`config.mk`:
```
export PLATFORM = sky130hd
export DESIGN_NAME = key_event_to_utf8_bytes_top
export DESIGN_NICKNAME = d
export VERILOG_FILES = /design/src/hw/rtl/kbu_pkg.sv /design/src/hw/rtl/kbu_front.sv /design/src/hw/rtl/kbu_queue.sv /design/src/hw/rtl/kbu_back.sv /design/src/hw/rtl/key_event_to_utf8_bytes_top.sv
export SDC_FILE = /design/constraint.sdc
export NUM_CORES = 1
export LEC_CHECK = 0
export ABC_AREA = 1
export BUFFER_PORTS_ARGS = -buffer_cell sky130_fd_sc_hd__buf_4
export CAP_MARGIN = 30
export CORE_UTILIZATION = 50
export DETAILED_ROUTE_END_ITERATION = 8
export PLACE_DENSITY_LB_ADDON = 0.25
export SETUP_SLACK_MARGIN = 0.1
export SLEW_MARGIN = 40
export SYNTH_ARGS = -nofsm -noshare
export SYNTH_HDL_FRONTEND = slang
export SYNTH_SLANG_ARGS = --single-unit
```
`constraint.sdc`:
```
create_clock -name clk_i -period 4.6 [get_ports clk_i]
set_clock_uncertainty 0.1 [all_clocks]
set_input_delay 0.46 -clock clk_i [delete_from_list [all_inputs] [get_ports clk_i]]
set_output_delay 0.46 -clock clk_i [all_outputs]
set_load 0.01 [all_outputs]
```
`src/hw/rtl/kbu_pkg.sv`:
```
// kbu_pkg: shared types and constants for the key event to UTF-8 byte encoder.
// No dependencies; imported by kbu_front, kbu_queue, kbu_back and the top level.
`default_nettype none

package kbu_pkg;

  // Virtual key codes that map to fixed bytes
  localparam logic [7:0] KEY_BACK  = 8'h08;
  localparam logic [7:0] KEY_TAB   = 8'h09;
  localparam logic [7:0] KEY_RET   = 8'h0D;
  localparam logic [7:0] KEY_ESC   = 8'h1B;
  localparam logic [7:0] KEY_LEFT  = 8'h25;
  localparam logic [7:0] KEY_UP    = 8'h26;
  localparam logic [7:0] KEY_RIGHT = 8'h27;
  localparam logic [7:0] KEY_DOWN  = 8'h28;

  // Bytes produced by the mapped keys
  localparam logic [7:0] BYTE_UP    = 8'h41;  // 'A'
  localparam logic [7:0] BYTE_DOWN  = 8'h42;  // 'B'
  localparam logic [7:0] BYTE_RIGHT = 8'h43;  // 'C'
  localparam logic [7:0] BYTE_LEFT  = 8'h44;  // 'D'
  localparam logic [7:0] BYTE_ESC   = 8'd27;
  localparam logic [7:0] BYTE_RET   = 8'd13;
  localparam logic [7:0] BYTE_TAB   = 8'd9;
  localparam logic [7:0] BYTE_BACK  = 8'd127;

  // UTF-16 surrogate ranges
  localparam logic [15:0] HI_FIRST = 16'hD800;
  localparam logic [15:0] HI_LAST  = 16'hDBFF;
  localparam logic [15:0] LO_FIRST = 16'hDC00;
  localparam logic [15:0] LO_LAST  = 16'hDFFF;

  // Code point limits for the UTF-8 length classes
  localparam logic [20:0] CP_LIM1    = 21'h00080;
  localparam logic [20:0] CP_LIM2    = 21'h00800;
  localparam logic [20:0] CP_LIM3    = 21'h10000;
  localparam logic [20:0] CP_SUPP_BASE = 21'h10000;

  // Queue between front and back
  localparam int unsigned QUEUE_DEPTH = 2;
  localparam int unsigned QPTR_W      = $clog2(QUEUE_DEPTH);
  localparam int unsigned QCNT_W      = $clog2(QUEUE_DEPTH + 1);

  // One event's output: up to four bytes, first in slot 0, and the index of the last one
  typedef struct packed {
    logic [3:0][7:0] bytes;
    logic [1:0]      last_idx;
  } kbu_rec_t;

  // Queue status seen by the front and the back
  typedef struct packed {
    logic full;
    logic empty;
  } kbu_qstat_t;

endpackage

`default_nettype wire

```
`src/hw/rtl/kbu_front.sv`:
```
// kbu_front: accepts key events, tracks the held high surrogate and builds the byte record.
// Depends on kbu_pkg; pushes records into kbu_queue.
`default_nettype none

module kbu_front (
  input  wire logic             clk_i,
  input  wire logic             rst_ni,
  input  wire logic             in_valid_i,
  output logic                  in_ready_o,
  input  wire logic             is_key_event_i,
  input  wire logic             key_down_i,
  input  wire logic [7:0]       virtual_key_i,
  input  wire logic [15:0]      code_unit_i,
  input  wire kbu_pkg::kbu_qstat_t qstat_i,
  output logic                  push_o,
  output kbu_pkg::kbu_rec_t     rec_o
);
  import kbu_pkg::*;

  logic        held_vld_q, held_vld_d;
  logic [9:0]  held_q, held_d;
  logic        accept, press, mapped, is_hi, is_lo, unit_nz;
  logic [7:0]  map_byte;
  logic [20:0] cp;

  assign in_ready_o = !qstat_i.full;
  assign accept     = in_valid_i && in_ready_o;
  assign press      = is_key_event_i && key_down_i;
  assign unit_nz    = code_unit_i != 16'h0000;

  // Decode the keys with fixed bytes
  always_comb begin
    mapped   = 1'b1;
    map_byte = 8'h00;
    case (virtual_key_i)
      KEY_UP:    map_byte = BYTE_UP;
      KEY_DOWN:  map_byte = BYTE_DOWN;
      KEY_RIGHT: map_byte = BYTE_RIGHT;
      KEY_LEFT:  map_byte = BYTE_LEFT;
      KEY_ESC:   map_byte = BYTE_ESC;
      KEY_RET:   map_byte = BYTE_RET;
      KEY_TAB:   map_byte = BYTE_TAB;
      KEY_BACK:  map_byte = BYTE_BACK;
      default:   mapped   = 1'b0;
    endcase
  end

  // Classify the code unit
  always_comb begin
    is_hi = code_unit_i inside {[HI_FIRST:HI_LAST]};
    is_lo = code_unit_i inside {[LO_FIRST:LO_LAST]};
  end

  // Form the code point: a surrogate pair or the unit itself
  always_comb begin
    if (is_lo) begin
      cp = CP_SUPP_BASE + {1'b0, held_q, code_unit_i[9:0]};
    end else begin
      cp = {5'b0_0000, code_unit_i};
    end
  end

  // Emit a record for a mapped key, a plain unit or a completed pair
  assign push_o = accept && press &&
                  (mapped || (unit_nz && !is_hi && (!is_lo || held_vld_q)));

  // Build the UTF-8 bytes
  always_comb begin
    rec_o = '0;
    if (mapped) begin
      rec_o.bytes[0] = map_byte;
      rec_o.last_idx = 2'd0;
    end else if (cp < CP_LIM1) begin
      rec_o.bytes[0] = cp[7:0];
      rec_o.last_idx = 2'd0;
    end else if (cp < CP_LIM2) begin
      rec_o.bytes[0] = {3'b110, cp[10:6]};
      rec_o.bytes[1] = {2'b10, cp[5:0]};
      rec_o.last_idx = 2'd1;
    end else if (cp < CP_LIM3) begin
      rec_o.bytes[0] = {4'b1110, cp[15:12]};
      rec_o.bytes[1] = {2'b10, cp[11:6]};
      rec_o.bytes[2] = {2'b10, cp[5:0]};
      rec_o.last_idx = 2'd2;
    end else begin
      rec_o.bytes[0] = {5'b11110, cp[20:18]};
      rec_o.bytes[1] = {2'b10, cp[17:12]};
      rec_o.bytes[2] = {2'b10, cp[11:6]};
      rec_o.bytes[3] = {2'b10, cp[5:0]};
      rec_o.last_idx = 2'd3;
    end
  end

  // Hold a high surrogate; drop it on any other nonzero unit of an unmapped key press
  always_comb begin
    held_vld_d = held_vld_q;
    held_d     = held_q;
    if (accept && press && !mapped && unit_nz) begin
      if (is_hi) begin
        held_vld_d = 1'b1;
        held_d     = code_unit_i[9:0];
      end else begin
        held_vld_d = 1'b0;
      end
    end
  end

  always_ff @(posedge clk_i or negedge rst_ni) begin
    if (!rst_ni) begin
      held_vld_q <= 1'b0;
    end else begin
      held_vld_q <= held_vld_d;
    end
  end

  always_ff @(posedge clk_i) begin
    held_q <= held_d;
  end

endmodule

`default_nettype wire

```
`src/hw/rtl/kbu_queue.sv`:
```
// kbu_queue: short FIFO of byte records between the front and the back.
// Depends on kbu_pkg.
`default_nettype none

module kbu_queue (
  input  wire logic               clk_i,
  input  wire logic               rst_ni,
  input  wire logic               push_i,
  input  wire kbu_pkg::kbu_rec_t  rec_i,
  input  wire logic               pop_i,
  output kbu_pkg::kbu_rec_t       rec_o,
  output kbu_pkg::kbu_qstat_t     qstat_o
);
  import kbu_pkg::*;

  kbu_rec_t            mem_q [QUEUE_DEPTH];
  logic [QPTR_W-1:0]   wr_ptr_q, wr_ptr_d, rd_ptr_q, rd_ptr_d;
  logic [QCNT_W-1:0]   cnt_q, cnt_d;
  logic                do_push, do_pop;

  assign qstat_o.full  = cnt_q == QCNT_W'(QUEUE_DEPTH);
  assign qstat_o.empty = cnt_q == '0;
  assign do_push       = push_i && !qstat_o.full;
  assign do_pop        = pop_i && !qstat_o.empty;
  assign rec_o         = mem_q[rd_ptr_q];

  // Advance pointers and fill count
  always_comb begin
    wr_ptr_d = wr_ptr_q;
    rd_ptr_d = rd_ptr_q;
    cnt_d    = cnt_q;
    if (do_push) begin
      wr_ptr_d = (wr_ptr_q == QPTR_W'(QUEUE_DEPTH - 1)) ? '0 : wr_ptr_q + 1'b1;
    end
    if (do_pop) begin
      rd_ptr_d = (rd_ptr_q == QPTR_W'(QUEUE_DEPTH - 1)) ? '0 : rd_ptr_q + 1'b1;
    end
    case ({do_push, do_pop})
      2'b10:   cnt_d = cnt_q + 1'b1;
      2'b01:   cnt_d = cnt_q - 1'b1;
      default: cnt_d = cnt_q;
    endcase
  end

  always_ff @(posedge clk_i or negedge rst_ni) begin
    if (!rst_ni) begin
      wr_ptr_q <= '0;
      rd_ptr_q <= '0;
      cnt_q    <= '0;
    end else begin
      wr_ptr_q <= wr_ptr_d;
      rd_ptr_q <= rd_ptr_d;
      cnt_q    <= cnt_d;
    end
  end

  // Store the pushed record
  always_ff @(posedge clk_i) begin
    if (do_push) begin
      mem_q[wr_ptr_q] <= rec_i;
    end
  end

endmodule

`default_nettype wire

```
`src/hw/rtl/kbu_back.sv`:
```
// kbu_back: takes records from the queue and sends their bytes one beat at a time.
// Depends on kbu_pkg; reads kbu_queue.
`default_nettype none

module kbu_back (
  input  wire logic                clk_i,
  input  wire logic                rst_ni,
  input  wire kbu_pkg::kbu_rec_t   rec_i,
  input  wire kbu_pkg::kbu_qstat_t qstat_i,
  output logic                     pop_o,
  output logic                     out_valid_o,
  input  wire logic                out_ready_i,
  output logic [7:0]               out_byte_o,
  output logic                     last_byte_o
);
  import kbu_pkg::*;

  logic            cur_vld_q, cur_vld_d;
  logic [3:0][7:0] cur_bytes_q, cur_bytes_d;
  logic [1:0]      cur_left_q, cur_left_d;
  logic            out_vld_q, out_vld_d;
  logic [7:0]      out_byte_q, out_byte_d;
  logic            out_last_q, out_last_d;
  logic            slot_free, emit, cur_done;

  assign slot_free = !out_vld_q || out_ready_i;
  assign emit      = cur_vld_q && slot_free;
  assign cur_done  = !cur_vld_q || (emit && cur_left_q == 2'd0);
  assign pop_o     = cur_done && !qstat_i.empty;

  // Load a new record or shift out the current byte
  always_comb begin
    cur_vld_d   = cur_vld_q;
    cur_bytes_d = cur_bytes_q;
    cur_left_d  = cur_left_q;
    if (pop_o) begin
      cur_vld_d   = 1'b1;
      cur_bytes_d = rec_i.bytes;
      cur_left_d  = rec_i.last_idx;
    end else if (emit) begin
      cur_vld_d   = cur_left_q != 2'd0;
      cur_bytes_d = {8'h00, cur_bytes_q[3:1]};
      cur_left_d  = cur_left_q - 1'b1;
    end
  end

  // Output register: fill on emit, drop once taken
  always_comb begin
    out_vld_d  = out_vld_q;
    out_byte_d = out_byte_q;
    out_last_d = out_last_q;
    if (emit) begin
      out_vld_d  = 1'b1;
      out_byte_d = cur_bytes_q[0];
      out_last_d = cur_left_q == 2'd0;
    end else if (out_ready_i) begin
      out_vld_d  = 1'b0;
    end
  end

  always_ff @(posedge clk_i or negedge rst_ni) begin
    if (!rst_ni) begin
      cur_vld_q <= 1'b0;
      out_vld_q <= 1'b0;
    end else begin
      cur_vld_q <= cur_vld_d;
      out_vld_q <= out_vld_d;
    end
  end

  always_ff @(posedge clk_i) begin
    cur_bytes_q <= cur_bytes_d;
    cur_left_q  <= cur_left_d;
    out_byte_q  <= out_byte_d;
    out_last_q  <= out_last_d;
  end

  assign out_valid_o = out_vld_q;
  assign out_byte_o  = out_byte_q;
  assign last_byte_o = out_last_q;

endmodule

`default_nettype wire

```
`src/hw/rtl/key_event_to_utf8_bytes_top.sv`:
```
// key_event_to_utf8_bytes_top: key event to UTF-8 byte stream encoder.
// Depends on kbu_pkg, kbu_front, kbu_queue and kbu_back.
//
//   Channel | Handshake              | Beat carries
//   --------+------------------------+------------------------------------------------
//   in      | in_valid_i / in_ready_o  | is_key_event_i, key_down_i, virtual_key_i, code_unit_i
//   out     | out_valid_o / out_ready_i| out_byte_o, last_byte_o
//
// An event is accepted whenever the two-entry record queue has room;
// its first byte passes through the queue, the current record and the output register.
// The back sends one byte per cycle while out_ready_i is high, so an event costs
// one to four bytes of output bandwidth; the byte serializer sets the sustained rate.
// Events that produce no bytes are accepted and give nothing on out.
// Reset clears the held surrogate, the queue and the output register.
// A stall on out fills the queue and then drops in_ready_o.
`default_nettype none

module key_event_to_utf8_bytes_top (
  input  wire logic        clk_i,
  input  wire logic        rst_ni,
  input  wire logic        in_valid_i,
  output logic             in_ready_o,
  input  wire logic        is_key_event_i,
  input  wire logic        key_down_i,
  input  wire logic [7:0]  virtual_key_i,
  input  wire logic [15:0] code_unit_i,
  output logic             out_valid_o,
  input  wire logic        out_ready_i,
  output logic [7:0]       out_byte_o,
  output logic             last_byte_o
);
  import kbu_pkg::*;

  kbu_rec_t   push_rec, pop_rec;
  kbu_qstat_t qstat;
  logic       push, pop;

  kbu_front u_front (
    .clk_i          (clk_i),
    .rst_ni         (rst_ni),
    .in_valid_i     (in_valid_i),
    .in_ready_o     (in_ready_o),
    .is_key_event_i (is_key_event_i),
    .key_down_i     (key_down_i),
    .virtual_key_i  (virtual_key_i),
    .code_unit_i    (code_unit_i),
    .qstat_i        (qstat),
    .push_o         (push),
    .rec_o          (push_rec)
  );

  kbu_queue u_queue (
    .clk_i   (clk_i),
    .rst_ni  (rst_ni),
    .push_i  (push),
    .rec_i   (push_rec),
    .pop_i   (pop),
    .rec_o   (pop_rec),
    .qstat_o (qstat)
  );

  kbu_back u_back (
    .clk_i       (clk_i),
    .rst_ni      (rst_ni),
    .rec_i       (pop_rec),
    .qstat_i     (qstat),
    .pop_o       (pop),
    .out_valid_o (out_valid_o),
    .out_ready_i (out_ready_i),
    .out_byte_o  (out_byte_o),
    .last_byte_o (last_byte_o)
  );

endmodule

`default_nettype wire

```
==> results of run 1 <==
how the worst max path moves through the flow:
| stage | start | to | slack, ns | cells past startpoint |
|---|---|---|---|---|
| after floorplan | out_ready_i | u_back.cur_bytes_q[0] | 1.21 | 4 |
| after global placement | virtual_key_i[2] | u_queue.mem_q[1][3] | 1.99 | 13 |
| after detailed placement | virtual_key_i[2] | u_queue.mem_q[1][3] | 1.86 | 13 |
| after CTS | u_front.held_q[6] | u_queue.mem_q[1][22] | 2.03 | 7 |
| after global routing | u_back.cur_left_q[0] | u_queue.cnt_q[1] | 1.75 | 11 |
| final | u_back.cur_left_q[0] | u_queue.cnt_q[1] | 2.03 | 11 |
through the flow:
step	cells	utilization (%)	worst slack, ns	cell area (sq um)	hold WS (ns)
2_1_floorplan	512	-	1.21	5410	0.0644
4_1_cts	711	62.1	2.03	6470	0.0226
3_3_place_gp	678	56.0	1.99	5840	0.183
5_1_grt	711	62.1	1.75	6470	0.0202
6_report	711	62.1	2.03	6470	0.0417
3_5_place_dp	678	56.1	1.86	5840	0.184
layout by cell type, fill, tap and decap left out, types with 12 or more instances in the layout:
cell type,Yosys,routed
sky130_fd_sc_hd__inv_1,51,50
sky130_fd_sc_hd__buf_4,0,45
sky130_fd_sc_hd__a31oi_1,21,21
sky130_fd_sc_hd__nor2_1,52,49
sky130_fd_sc_hd__nand2_1,137,137
sky130_fd_sc_hd__a21oi_1,18,18
sky130_fd_sc_hd__o21ai_0,13,12
sky130_fd_sc_hd__edfxtp_1,110,110
sky130_fd_sc_hd__clkbuf_16,0,16
sky130_fd_sc_hd__nand3_1,27,27
power by group through the flow:
stage | clock, W | sequential (W) | combinational, W
5_1_grt | 0.00142 | 0.00157 | 0.000791
3_3_place_gp | 0 | 0.00156 | 0.000695
4_1_cts | 0.00138 | 0.00155 | 0.000716
3_5_place_dp | 0 | 0.00157 | 0.000706
6_report | 0.00136 | 0.00155 | 0.000710
2_1_floorplan | 0 | 0.00157 | 0.000464
layout make-up:
class	count	area, sq um	share of cell area (%)
flip-flops and latches	117	3480	53.8
inverters	59	229	3.54
repair buffers	46	348	5.38
clock buffers	17	414	6.40
clock inverters	15	203	3.13
well taps	136	170	2.63
multi-input cells	321	1620	25.1
per-layer routing:
metal	part of all wire (%)	vias to the layer above	global-route usage, %
met5	0	-	0
li1	-	1857	-
met2	51	131	35.5
met4	1.4	0	8.04
met1	42	1722	27.1
met3	6.1	14	4.66
flip-flops by register name, indices dropped and copies added (netlist names):
name,flops
u_back.cur_bytes_q,29
u_back.cur_left_q,2
u_back.cur_vld_q,1
u_back.last_byte_o,1
u_back.out_byte_o,8
u_back.out_valid_o,1
u_front.held_q,10
u_front.held_vld_q,1
u_queue.cnt_q,2
u_queue.mem_q,60
u_queue.rd_ptr_q,1
u_queue.wr_ptr_q,1
kinds of logic (layout without fill, tap and decap cells):
kind of cell	count (synthesis)	in the layout	share of synthesized area [%]
XOR/XNOR	4	4	0.648
AND/OR/NAND/NOR	245	245	20.6
flip-flops	117	117	64.3
AO/OA/AOI/OAI	69	69	7.87
buffers and inverters	74	137	5.83
adder cells (fa/ha/maj)	3	3	0.694
cell usage after synthesis, types with 3 or more instances:
library cell / count / area share [%]
sky130_fd_sc_hd__o21ai_1: 4 / 0.37
sky130_fd_sc_hd__dfrtp_1: 7 / 3.2
sky130_fd_sc_hd__nand2_4: 3 / 0.62
sky130_fd_sc_hd__o21ai_0: 13 / 1.2
sky130_fd_sc_hd__ha_1: 3 / 0.69
sky130_fd_sc_hd__buf_6: 4 / 0.83
sky130_fd_sc_hd__nand4_1: 4 / 0.46
sky130_fd_sc_hd__nor3_1: 5 / 0.46
sky130_fd_sc_hd__inv_4: 3 / 0.35
sky130_fd_sc_hd__inv_2: 5 / 0.35
sky130_fd_sc_hd__nand3_4: 3 / 0.97
sky130_fd_sc_hd__nand2_2: 5 / 0.58
sky130_fd_sc_hd__nand2_1: 137 / 9.5
sky130_fd_sc_hd__clkbuf_1: 10 / 0.69
sky130_fd_sc_hd__nor2_1: 52 / 3.6
sky130_fd_sc_hd__a31oi_1: 21 / 2.4
sky130_fd_sc_hd__o21ai_2: 3 / 0.49
sky130_fd_sc_hd__a21oi_1: 18 / 1.7
sky130_fd_sc_hd__xor2_1: 3 / 0.49
sky130_fd_sc_hd__edfxtp_1: 110 / 61
sky130_fd_sc_hd__inv_1: 51 / 3.5
sky130_fd_sc_hd__nand3_1: 27 / 2.5
==> results.py, run 1 <==
metrics = {
    "synthesis": {
        "synthCells": 512,
        "postSynth.topFlopCell": "sky130_fd_sc_hd__edfxtp_1",
        "count_of_different_cell_masters_after_synthesis": 38,
        "net_count_after_synthesis": 545,
        "ys_seq_area_share_pct": 64.3,
        "post_synth_edffs": 110,
        "syn_std_cell_area_sq_mm": 0.00541,
        "synthesized_area_per_cell_sq_um": 10.6,
        "synth_seq_cells": 117,
        "ys_async_sr_fraction_pct": 5.98,
        "yosysWarningCount": 0,
    },
    "clock_network": {
        "buffer_levels_on_the_longest_clock_path": 2,
        "cts_hold_buf": 1,
        "post-cts-setup-buffer-count": 0,
        "tritoncts_clock_tree": "yes",
        "numCtsBuffers": 17,
        "cts.clk_slew.worst_paths_ns": 0.06,
        "clock_insertion_delay_worst_skew_ns": 0.51,
        "cts_resized": 0,
        "tritoncts_num_sinks": 117,
        "cts.root.buffer_cell": "sky130_fd_sc_hd__clkbuf_8",
        "htree_levels": 4,
    },
    "power_and_ir_drop": {
        "clock_power_share_pct": 37.6,
        "net-switching-power_w": 0.00102,
        "worst_ir_drop_vdd_mv": 0.267,
        "internal_power_w": 0.00260,
        "p_leak_nw": 2.67,
        "combinational_share_of_power_pct": 19.6,
        "p_per_area_mw_per_mm2": 559,
        "power_share_of_the_sequential_group_pct": 42.7,
        "report.power.total_w": 0.00362,
        "power.switching_fraction_pct": 28.1,
    },
    "layout": {
        "layout.nets": 595,
        "layout-area-overhead-vs-synth_pct": 19.6,
        "n_antenna_cell": 0,
        "post_route_cells_drive_above_1_share_pct": 19.5,
        "layout.filler_cells": 848,
    },
    "global_route": {
        "first_global_vias": 3503,
        "antenna_found_initial": 0,
        "pin_count_of_the_biggest_net_entering_global_routing": 46,
        "grt_util_all_layers_pct": 21.2,
        "total_overflow_reported_by_the_global_router": 0,
        "first_pass_grt_wire_length_microns": 17700,
    },
    "setup_path": {
        "worst_setup_path_start_kind": "flop",
        "cell_type_of_the_slowest_stage_on_the_worst_timing_path": "sky130_fd_sc_hd__inv_2",
        "critical-path-top-delay-family": "buffers and inverters",
        "timing.critical_path.arrival_ns": 2.86,
        "crit_required_ns": 4.89,
        "timing.critical_path.to_type": "flop",
        "worst_r2r_startpoint": "u_back.cur_left_q[0]",
        "crit_path_cell_trace": "inv_1 -> ha_1 -> nand2_1 -> nand2_1 -> o21ai_0 -> buf_4 -> inv_2 -> ha_1 -> a21oi_1 -> o21ai_0 -> xor2_1",
        "regToRegSetupSlack_ns": 2.03,
        "crit_buf_inv": 3,
        "timing.reg2reg.worst_path_depth": 11,
        "timing_worst_setup_path_type": "flop to flop",
        "timing.critical_path.slowest_cell_delay_ns": 0.52,
        "regToRegEndpoint": "u_queue.cnt_q[1]",
        "critical_path.max_fanout": 45,
    },
    "route": {
        "dr.pass1.iters": 5,
        "postRouteWirelength_microns": 11100,
        "total_vias_in_the_final_route": 3724,
        "initialDrtViolationCount": 235,
        "viasPerCell": 5.24,
        "detail-route-antenna-nets": 0,
        "remaining_drc_errors": 0,
        "wl_per_cell_microns": 15.6,
    },
    "status": {
        "outcome": "finished, final reports clean",
    },
    "timing": {
        "worst_slew_margin_rel_pct": 47.0,
        "setup_viol_count_final": 0,
        "timing.setup.tns_ns": 0,
        "rsz0062_at_grt": "false",
        "layout_min_cycle_time_ns": 2.57,
        "share_of_the_cycle_needed_by_the_critical_path_after_routing_pct": 55.8,
        "achievable-frequency_mhz": 389,
        "tightestPinTransition_ns": 0.792,
        "drv_slew": 0,
        "finalHoldViolCount": 0,
    },
    "hold_path": {
        "hold_class": "input port to flop",
        "worstHoldPathCells": 1,
        "hold_path.startpoint": "code_unit_i[3]",
        "min_to": "u_front.held_q[3]",
    },
    "placement": {
        "io_buffers": 40,
        "detailed_place_hpwl_microns": 7480,
        "gp_congestion": 0.952,
    },
    "floorplan": {
        "core_area_sq_mm": 0.0104,
        "pin_count": 41,
        "die_y_microns": 106,
        "initial_core_util_pct": 51.9,
        "die-area_sq_mm": 0.0112,
        "total_number_of_placement_rows": 37,
        "fp.dieW_microns": 106,
    },
    "run": {
        "max_cap_viol_count": 0,
    },
}
Note: power is estimated with default switching activity, not from simulation.
==> run 2, diff against run 1 <==
--- a/config.mk
+++ b/config.mk
@@ -5,7 +5,7 @@
 export SDC_FILE = /design/constraint.sdc
 export NUM_CORES = 1
 export LEC_CHECK = 0
-export ABC_AREA = 1
+export ABC_AREA = 0
 export BUFFER_PORTS_ARGS = -buffer_cell sky130_fd_sc_hd__buf_4
 export CAP_MARGIN = 30
 export CORE_UTILIZATION = 50
==> constraint.sdc (replaced) <==
create_clock -name clk_i -period 2.4 [get_ports clk_i]
set_clock_uncertainty 0.1 [all_clocks]
set_input_delay 0.24 -clock clk_i [delete_from_list [all_inputs] [get_ports clk_i]]
set_output_delay 0.24 -clock clk_i [all_outputs]
set_load 0.01 [all_outputs]
==> run 2 against run 1 <==
Effect of this change: worst hold slack improved by 0.044 ns; sequential power rose by 90%; register-to-register slack got worse by 1.9 ns; critical path depth is 5 lower; cell count decreased by 7.5%; via count up 3.2%; non-clock buffer count increased by 56; clock power up 72%; combinational power is 110% higher; global-route usage rose by 2.7 points; largest power group unchanged.
==> results.py, run 2 <==
metrics = {
    "setup_path": {
        "worst_r2r_startpoint": "u_front.held_q[7]",
        "timing.reg2reg.worst_path_depth": 6,
        "timing.critical_path.arrival_ns": 2.45,
        "worst_setup_path_start_kind": "flop",
        "crit_buf_inv": 0,
        "critical-path-top-delay-family": "compound AO/OA/AOI/OAI gates",
        "cell_type_of_the_slowest_stage_on_the_worst_timing_path": "sky130_fd_sc_hd__edfxtp_1",
        "crit_required_ns": 2.56,
        "timing.critical_path.to_type": "flop",
        "timing_worst_setup_path_type": "flop to flop",
        "timing.critical_path.slowest_cell_delay_ns": 0.43,
        "critical_path.startpoint": "u_front.held_q[7]",
        "crit_path_cell_trace": "ha_2 -> and3b_2 -> o21a_4 -> a221o_1 -> a211o_1 -> a31o_1",
        "regToRegEndpoint": "u_queue.mem_q[0][2]",
        "critical_path.max_fanout": 5,
        "regToRegSetupSlack_ns": 0.11,
    },
    "hold_path": {
        "hold_class": "input port to flop",
        "hold_path.startpoint": "virtual_key_i[1]",
        "worstHoldPathCells": 2,
        "min_to": "u_queue.mem_q[1][4]",
    },
    "synthesis": {
        "yosysWarningCount": 0,
        "synthesized_area_per_cell_sq_um": 13.2,
        "synthCells": 405,
        "ys_async_sr_fraction_pct": 5.98,
        "synth_area_leader_cell": "sky130_fd_sc_hd__edfxtp_1",
        "postSynth.topFlopCell": "sky130_fd_sc_hd__edfxtp_1",
        "synth_common_cells": "sky130_fd_sc_hd__edfxtp_1 (110), sky130_fd_sc_hd__nor2_1 (43), sky130_fd_sc_hd__a21oi_1 (36)",
        "net_count_after_synthesis": 438,
        "netlist_top_cells_area": "sky130_fd_sc_hd__edfxtp_1 (62%), sky130_fd_sc_hd__mux2i_1 (6.4%), sky130_fd_sc_hd__a21oi_1 (3.4%)",
        "count_of_different_cell_masters_after_synthesis": 66,
        "post_synth_edffs": 110,
        "synthMostInstantiatedCell": "sky130_fd_sc_hd__edfxtp_1",
        "synth_seq_cells": 117,
        "syn_std_cell_area_sq_mm": 0.00536,
        "ys_seq_area_share_pct": 65.0,
        "synth.top_cell.area_share_pct": 61.7,
    },
    "layout": {
        "mostFrequentLayoutCell": "sky130_fd_sc_hd__edfxtp_1",
        "layout.nets": 542,
        "layout_top_registers": "u_queue.mem_q x60, u_back.cur_bytes_q x29, u_front.held_q x10",
        "layout_common_cells": "sky130_fd_sc_hd__edfxtp_1 (110), sky130_fd_sc_hd__buf_4 (78), sky130_fd_sc_hd__nor2_1 (41)",
        "layout-area-overhead-vs-synth_pct": 30.8,
        "n_antenna_cell": 0,
        "largest_register_ffs": 60,
        "largest_register_by_flop_count": "u_queue.mem_q",
        "final_cell_area_sq_mm": 0.00701,
        "post_route_cells_drive_above_1_share_pct": 30.1,
    },
    "clock_network": {
        "clock_insertion_delay_worst_skew_ns": 0.52,
        "cts.clk_slew.worst_paths_ns": 0.06,
        "buffer_levels_on_the_longest_clock_path": 2,
        "tritoncts_num_sinks": 117,
        "numCtsBuffers": 17,
        "htree_levels": 4,
        "tritoncts_clock_tree": "yes",
        "cts.root.buffer_cell": "sky130_fd_sc_hd__clkbuf_8",
    },
    "global_route": {
        "first_pass_grt_wire_length_microns": 19700,
        "first_global_vias": 3794,
        "pin_count_of_the_biggest_net_entering_global_routing": 45,
        "grt.busiest_layer": "met2",
        "total_overflow_reported_by_the_global_router": 0,
        "antenna_found_initial": 0,
        "grt.met1_usage_pct": 29.7,
        "grt_util_met2_pct": 39.8,
        "grt.met3_usage_pct": 6.06,
        "grt_util_all_layers_pct": 24.0,
    },
    "timing": {
        "drv_slew": 0,
        "share_of_the_cycle_needed_by_the_critical_path_after_routing_pct": 95.3,
        "finalHoldWorstSlack_ns": 0.0853,
        "finalHoldViolCount": 0,
        "achievable-frequency_mhz": 437,
        "timing.setup.tns_ns": 0,
        "layout_min_cycle_time_ns": 2.29,
        "rsz0062_at_grt": "true",
        "tightestPinTransition_ns": 0.740,
        "layout_setup_ws_ns": 0.113,
        "setup_viol_count_final": 0,
        "worst_slew_margin_rel_pct": 50.6,
    },
    "floorplan": {
        "initial_core_util_pct": 51.6,
        "die_y_microns": 105,
        "pin_count": 41,
        "fp.dieW_microns": 105,
        "core_area_sq_mm": 0.0104,
        "die-area_sq_mm": 0.0111,
        "total_number_of_placement_rows": 37,
    },
    "placement": {
        "io_buffers": 40,
        "placed_area_sq_mm": 0.00605,
        "detailed_place_hpwl_microns": 7900,
        "place_ws_ns": -0.0279,
        "gp_congestion": 0.960,
    },
    "route": {
        "detail-route-antenna-nets": 0,
        "total_vias_in_the_final_route": 3844,
        "viasPerCell": 5.84,
        "remaining_drc_errors": 0,
        "postRouteWirelength_microns": 12400,
        "dr.pass1.iters": 5,
        "initialDrtViolationCount": 250,
        "wl_per_cell_microns": 18.9,
    },
    "power_and_ir_drop": {
        "p_per_area_mw_per_mm2": 966,
        "worst_ir_drop_vdd_mv": 0.562,
        "report.power.total_w": 0.00677,
        "p_leak_nw": 2.65,
    },
    "run": {
        "max_cap_viol_count": 0,
    },
    "status": {
        "outcome": "finished, final reports clean",
    },
}
## run 2: cell count changes after synthesis, moves of 6 or more
cell and change:
sky130_fd_sc_hd__o21ai_0 -6, sky130_fd_sc_hd__nor3_1 +8, sky130_fd_sc_hd__mux2i_1 +34, sky130_fd_sc_hd__nand3_1 -18, sky130_fd_sc_hd__inv_1 -46, sky130_fd_sc_hd__and3_1 +10, sky130_fd_sc_hd__a31oi_1 -18, sky130_fd_sc_hd__nand2_1 -122
sky130_fd_sc_hd__buf_2 +6, sky130_fd_sc_hd__a21oi_1 +18, sky130_fd_sc_hd__nor2_1 -9
## run 2: area by class of cell
| class | count | area (sq um) |
|---|---|---|
| clock buffers | 18 | 418 |
| repair buffers | 102 | 873 |
| inverters | 5 | 18.8 |
| clock inverters | 14 | 136 |
| multi-input cells | 266 | 1910 |
| well taps | 136 | 170 |
| fillers | 768 | 3360 |
| flip-flops and latches | 117 | 3480 |
## run 2: worst max path at each step
stage	end	slack (ns)	cells after the start
4_1_cts	u_queue.mem_q[0][2]	0.11	6
6_report	u_queue.mem_q[0][2]	0.11	6
5_1_grt	u_queue.mem_q[1][2]	0.06	6
2_1_floorplan	u_queue.mem_q[0][0]	0.14	5
3_3_place_gp	u_queue.mem_q[1][5]	0.04	8
3_5_place_dp	u_queue.mem_q[0][29]	-0.03	6
## run 2: logic make-up (layout without fill, tap and decap cells)
group | after synthesis | count (layout) | synth area share [%]
buffers and inverters | 23 | 139 | 2.03
AO/OA/AOI/OAI | 92 | 92 | 12.1
multiplexers | 35 | 35 | 6.57
XOR/XNOR | 7 | 7 | 1.14
AND/OR/NAND/NOR | 128 | 129 | 12.5
adder cells (fa/ha/maj) | 3 | 3 | 0.701
flip-flops | 117 | 117 | 65.0
## run 2: routing by layer
layer  routed length [microns]  part of all wire [%]  up-vias
met5                         0                     0        -
met4                       319                   2.6        0
met3                       704                   5.7       24
met2                      6320                    51      143
met1                      5080                    41     1887
li1                          -                     -     1790
## run 2: worst register-to-register path: stages, from the launching register on
cell and delay [ns]:
sky130_fd_sc_hd__edfxtp_1 0.43, sky130_fd_sc_hd__ha_2 0.22, sky130_fd_sc_hd__and3b_2 0.22, sky130_fd_sc_hd__o21a_4 0.23, sky130_fd_sc_hd__a221o_1 0.32, sky130_fd_sc_hd__a211o_1 0.30, sky130_fd_sc_hd__a31o_1 0.20
## run 2: through the flow
stage	instances	utilization [%]
after floorplan	405	-
after global placement	599	58.3
after detailed placement	599	58.3
after CTS	651	65.8
after global routing	658	67.6
final	658	67.6
## run 2: report_power, final
group / total [W] / switching (W) / internal, W
clock: 0.00234 / 0.000875 / 0.00146
combinational: 0.00149 / 0.000829 / 0.000656
sequential: 0.00294 / 0.000151 / 0.00279
total: 0.00677 / 0.00186 / 0.00491
## run 2: repair_timing
| action | CTS | global route |
|---|---|---|
| hold buffers | 16 | 0 |
| buffers inserted | 3 | 7 |
| pin swaps | 2 | 10 |
| setup endpoints to repair | 60 | 98 |
| resized for setup | 8 | 23 |
| hold endpoints to repair | 21 | 0 |
| cloned | 1 | 0 |
==> run 3, diff against run 2 <==
--- a/config.mk
+++ b/config.mk
@@ -9,10 +9,12 @@
 export BUFFER_PORTS_ARGS = -buffer_cell sky130_fd_sc_hd__buf_4
 export CAP_MARGIN = 30
 export CORE_UTILIZATION = 50
+export CTS_CLUSTER_SIZE = 20
 export DETAILED_ROUTE_END_ITERATION = 8
 export PLACE_DENSITY_LB_ADDON = 0.25
 export SETUP_SLACK_MARGIN = 0.1
 export SLEW_MARGIN = 40
 export SYNTH_ARGS = -nofsm -noshare
 export SYNTH_HDL_FRONTEND = slang
+export SYNTH_HIERARCHICAL = 1
 export SYNTH_SLANG_ARGS = --single-unit
==> run 3 against run 2 <==
Effect of this change: worst setup slack improved by 0.040 ns; critical path type unchanged; global-route usage is 3.3 points lower; critical endpoint is now u_queue/mem_q[1][4]; register-to-register slack better by 0.04 ns.
==> results.py, run 3 <==
metrics = {
    "route": {
        "initialDrtViolationCount": 258,
        "remaining_drc_errors": 0,
        "total_vias_in_the_final_route": 3830,
        "detail-route-antenna-nets": 0,
        "dr.pass1.iters": 5,
        "wl_per_cell_microns": 18.6,
        "viasPerCell": 5.72,
        "postRouteWirelength_microns": 12400,
    },
    "synthesis": {
        "yosysWarningCount": 6,
        "synthMostInstantiatedCell": "sky130_fd_sc_hd__edfxtp_1",
        "ys_async_sr_fraction_pct": 5.47,
        "synth_seq_cells": 128,
        "syn_std_cell_area_sq_mm": 0.00614,
        "synth_common_cells": "sky130_fd_sc_hd__edfxtp_1 (121), sky130_fd_sc_hd__mux2_2 (31), sky130_fd_sc_hd__mux2_4 (29)",
        "postSynth.topFlopCell": "sky130_fd_sc_hd__edfxtp_1",
        "synth.top_cell.area_share_pct": 59.1,
        "post_synth_edffs": 121,
        "synth_area_leader_cell": "sky130_fd_sc_hd__edfxtp_1",
        "synthesized_area_per_cell_sq_um": 14.6,
        "synthCells": 421,
        "count_of_different_cell_masters_after_synthesis": 71,
        "ys_seq_area_share_pct": 62.0,
        "netlist_top_cells_area": "sky130_fd_sc_hd__edfxtp_1 (59%), sky130_fd_sc_hd__mux2_4 (7.1%), sky130_fd_sc_hd__mux2_2 (5.7%)",
    },
    "timing": {
        "drv_slew": 0,
        "rsz0062_at_grt": "true",
        "finalHoldViolCount": 0,
        "layout_setup_ws_ns": 0.154,
        "share_of_the_cycle_needed_by_the_critical_path_after_routing_pct": 93.6,
        "achievable-frequency_mhz": 445,
        "layout_min_cycle_time_ns": 2.25,
        "setup_viol_count_final": 0,
        "finalHoldWorstSlack_ns": 0.0501,
    },
    "placement": {
        "place_ws_ns": 0.0285,
        "place.detailed.instances": 623,
        "detailed_place_hpwl_microns": 8230,
        "io_buffers": 40,
        "gp_congestion": 0.917,
    },
    "global_route": {
        "total_overflow_reported_by_the_global_router": 0,
        "pin_count_of_the_biggest_net_entering_global_routing": 36,
        "antenna_found_initial": 0,
        "grt_util_all_layers_pct": 20.7,
        "first_pass_grt_wire_length_microns": 19400,
        "first_global_vias": 3835,
    },
    "layout": {
        "total_area_of_multi_input_combinational_cells_sq_mm": 0.00218,
        "layout-area-overhead-vs-synth_pct": 23.8,
        "storage_cell_area_sq_mm": 0.00381,
        "layout.filler_cells": 904,
        "postLayoutCoreUtil_pct": 63.3,
        "largest_register_by_flop_count": "u_queue/mem_q",
        "mostFrequentLayoutCell": "sky130_fd_sc_hd__edfxtp_1",
        "largest_register_ffs": 68,
        "layout_common_cells": "sky130_fd_sc_hd__edfxtp_1 (121), sky130_fd_sc_hd__buf_4 (69), sky130_fd_sc_hd__mux2_2 (31)",
        "layout_top_registers": "u_queue/mem_q x68, u_back/cur_bytes_q x32, u_front/held_q x10",
        "layout.nets": 542,
        "post_route_cells_drive_above_1_share_pct": 37.5,
        "final-instance-count-excl-fill": 669,
        "n_antenna_cell": 0,
    },
    "power_and_ir_drop": {
        "p_per_area_mw_per_mm2": 984,
        "power_share_of_the_sequential_group_pct": 43.8,
        "clock_power_share_pct": 31.5,
        "worst_ir_drop_vdd_mv": 0.551,
        "internal_power_w": 0.00562,
        "power.switching_fraction_pct": 24.9,
        "combinational_share_of_power_pct": 24.7,
        "net-switching-power_w": 0.00187,
        "p_leak_nw": 2.93,
    },
    "clock_network": {
        "numCtsBuffers": 17,
        "buffer_levels_on_the_longest_clock_path": 2,
        "tritoncts_num_sinks": 128,
        "cts.root.buffer_cell": "sky130_fd_sc_hd__clkbuf_16",
        "cts.clk_slew.worst_paths_ns": 0.05,
        "clock_insertion_delay_worst_skew_ns": 0.40,
        "tritoncts_clock_tree": "yes",
        "htree_levels": 4,
    },
    "setup_path": {
        "timing.critical_path.to_type": "flop",
        "timing_worst_setup_path_type": "flop to flop",
        "worst_setup_path_start_kind": "flop",
        "crit_required_ns": 2.47,
        "timing.critical_path.arrival_ns": 2.32,
        "critical_path.max_fanout": 10,
        "regToRegSetupSlack_ns": 0.15,
    },
    "hold_path": {
        "hold_class": "input port to flop",
    },
    "floorplan": {
        "initial_core_util_pct": 51.1,
        "pin_count": 41,
        "fp.dieW_microns": 113,
        "die_y_microns": 113,
        "die-area_sq_mm": 0.0127,
        "total_number_of_placement_rows": 40,
        "core_area_sq_mm": 0.0120,
    },
    "run": {
        "max_cap_viol_count": 0,
    },
    "status": {
        "outcome": "finished, final reports clean",
    },
}
run 3: cell count changes after synthesis, moves of 5 or more:
cell | before | now
sky130_fd_sc_hd__mux2_4 | 0 | 29
sky130_fd_sc_hd__nor2_1 | 43 | 21
sky130_fd_sc_hd__o21ai_0 | 7 | 2
sky130_fd_sc_hd__buf_4 | 2 | 7
sky130_fd_sc_hd__or3_1 | 1 | 6
sky130_fd_sc_hd__a21oi_1 | 36 | 12
sky130_fd_sc_hd__mux2i_1 | 34 | 4
sky130_fd_sc_hd__edfxtp_1 | 110 | 121
sky130_fd_sc_hd__mux2_2 | 1 | 31
sky130_fd_sc_hd__inv_1 | 5 | 24
run 3: stage by stage:
step | TNS (ns) | area, sq um | power (W)
after floorplan | -8.40 | 6190 | 0.00473
after global placement | 0 | 6850 | 0.00512
after detailed placement | 0 | 6850 | 0.00517
after CTS | 0 | 7520 | 0.00757
after global routing | 0 | 7600 | 0.00784
final | 0 | 7600 | 0.00748
run 3: worst paths after layout:
path,startpoint,end,cells after the start
setup / recovery,u_front/held_q[7],u_queue/mem_q[1][4],7
max in group asynchronous,rst_ni,u_queue/rd_ptr_q,2
min in group asynchronous,rst_ni,u_back/cur_vld_q,2
hold / removal,out_ready_i,u_back/out_valid_o,3
hold reg to reg,u_back/cur_bytes_q[2],u_back/out_byte_o[2],0
setup reg to reg,u_front/held_q[7],u_queue/mem_q[1][4],7
run 3: final cells by class:
cell class	count	share of cell area, %
Clock inverter	9	1.20
Inverter	24	1.18
Timing Repair Buffer	89	10.5
Clock buffer	23	5.89
Multi-Input combinational cell	249	28.7
Tap cell	147	2.42
Sequential cell	128	50.1
run 3: per-layer routing:
layer / track usage, % / vias up / wire length (microns)
met1: 24.3 / 1882 / 5120
met4: 9.78 / 0 / 268
met3: 5.78 / 24 / 637
met2: 35.1 / 129 / 6420
li1: - / 1795 / -
met5: 0 / - / 0
run 3: worst max-delay path, cell delays in order (launching register included):
cell and delay (ns):
sky130_fd_sc_hd__edfxtp_1 0.44, sky130_fd_sc_hd__buf_6 0.15, sky130_fd_sc_hd__and3b_1 0.23, sky130_fd_sc_hd__o211a_1 0.19, sky130_fd_sc_hd__nor2_2 0.07, sky130_fd_sc_hd__buf_12 0.14, sky130_fd_sc_hd__or4_4 0.49, sky130_fd_sc_hd__o211ai_1 0.20
run 3: logic make-up after synthesis:
| family | count (synthesis) | share of synthesized area (%) |
|---|---|---|
| buffers and inverters | 46 | 4.46 |
| adders and majority gates | 3 | 0.611 |
| and+or+nand+nor | 107 | 9.78 |
| other | 1 | 0.0610 |
| xor gates and xnor gates | 7 | 0.998 |
| DFF | 128 | 62.0 |
| AOI/OAI and AO/OA | 65 | 8.68 |
| muxes | 64 | 13.4 |
run 3: power groups by stage:
stage               logic, W  clock network, W  registers, W
floorplan            0.00143                 0       0.00330
global placement     0.00181                 0       0.00330
detailed placement   0.00184                 0       0.00333
CTS                  0.00187           0.00241       0.00329
global route         0.00201           0.00251       0.00332
finish               0.00185           0.00236       0.00328
run 3: what timing repair did:
action | CTS | global route
setup buffers | 0 | 3
setup endpoints to repair | 8 | 50
endpoints found under the hold margin | 17 | 0
hold buffers | 11 | 0
gates resized for setup | 3 | 14
pin swaps | 0 | 3
gates cloned | 0 | 0
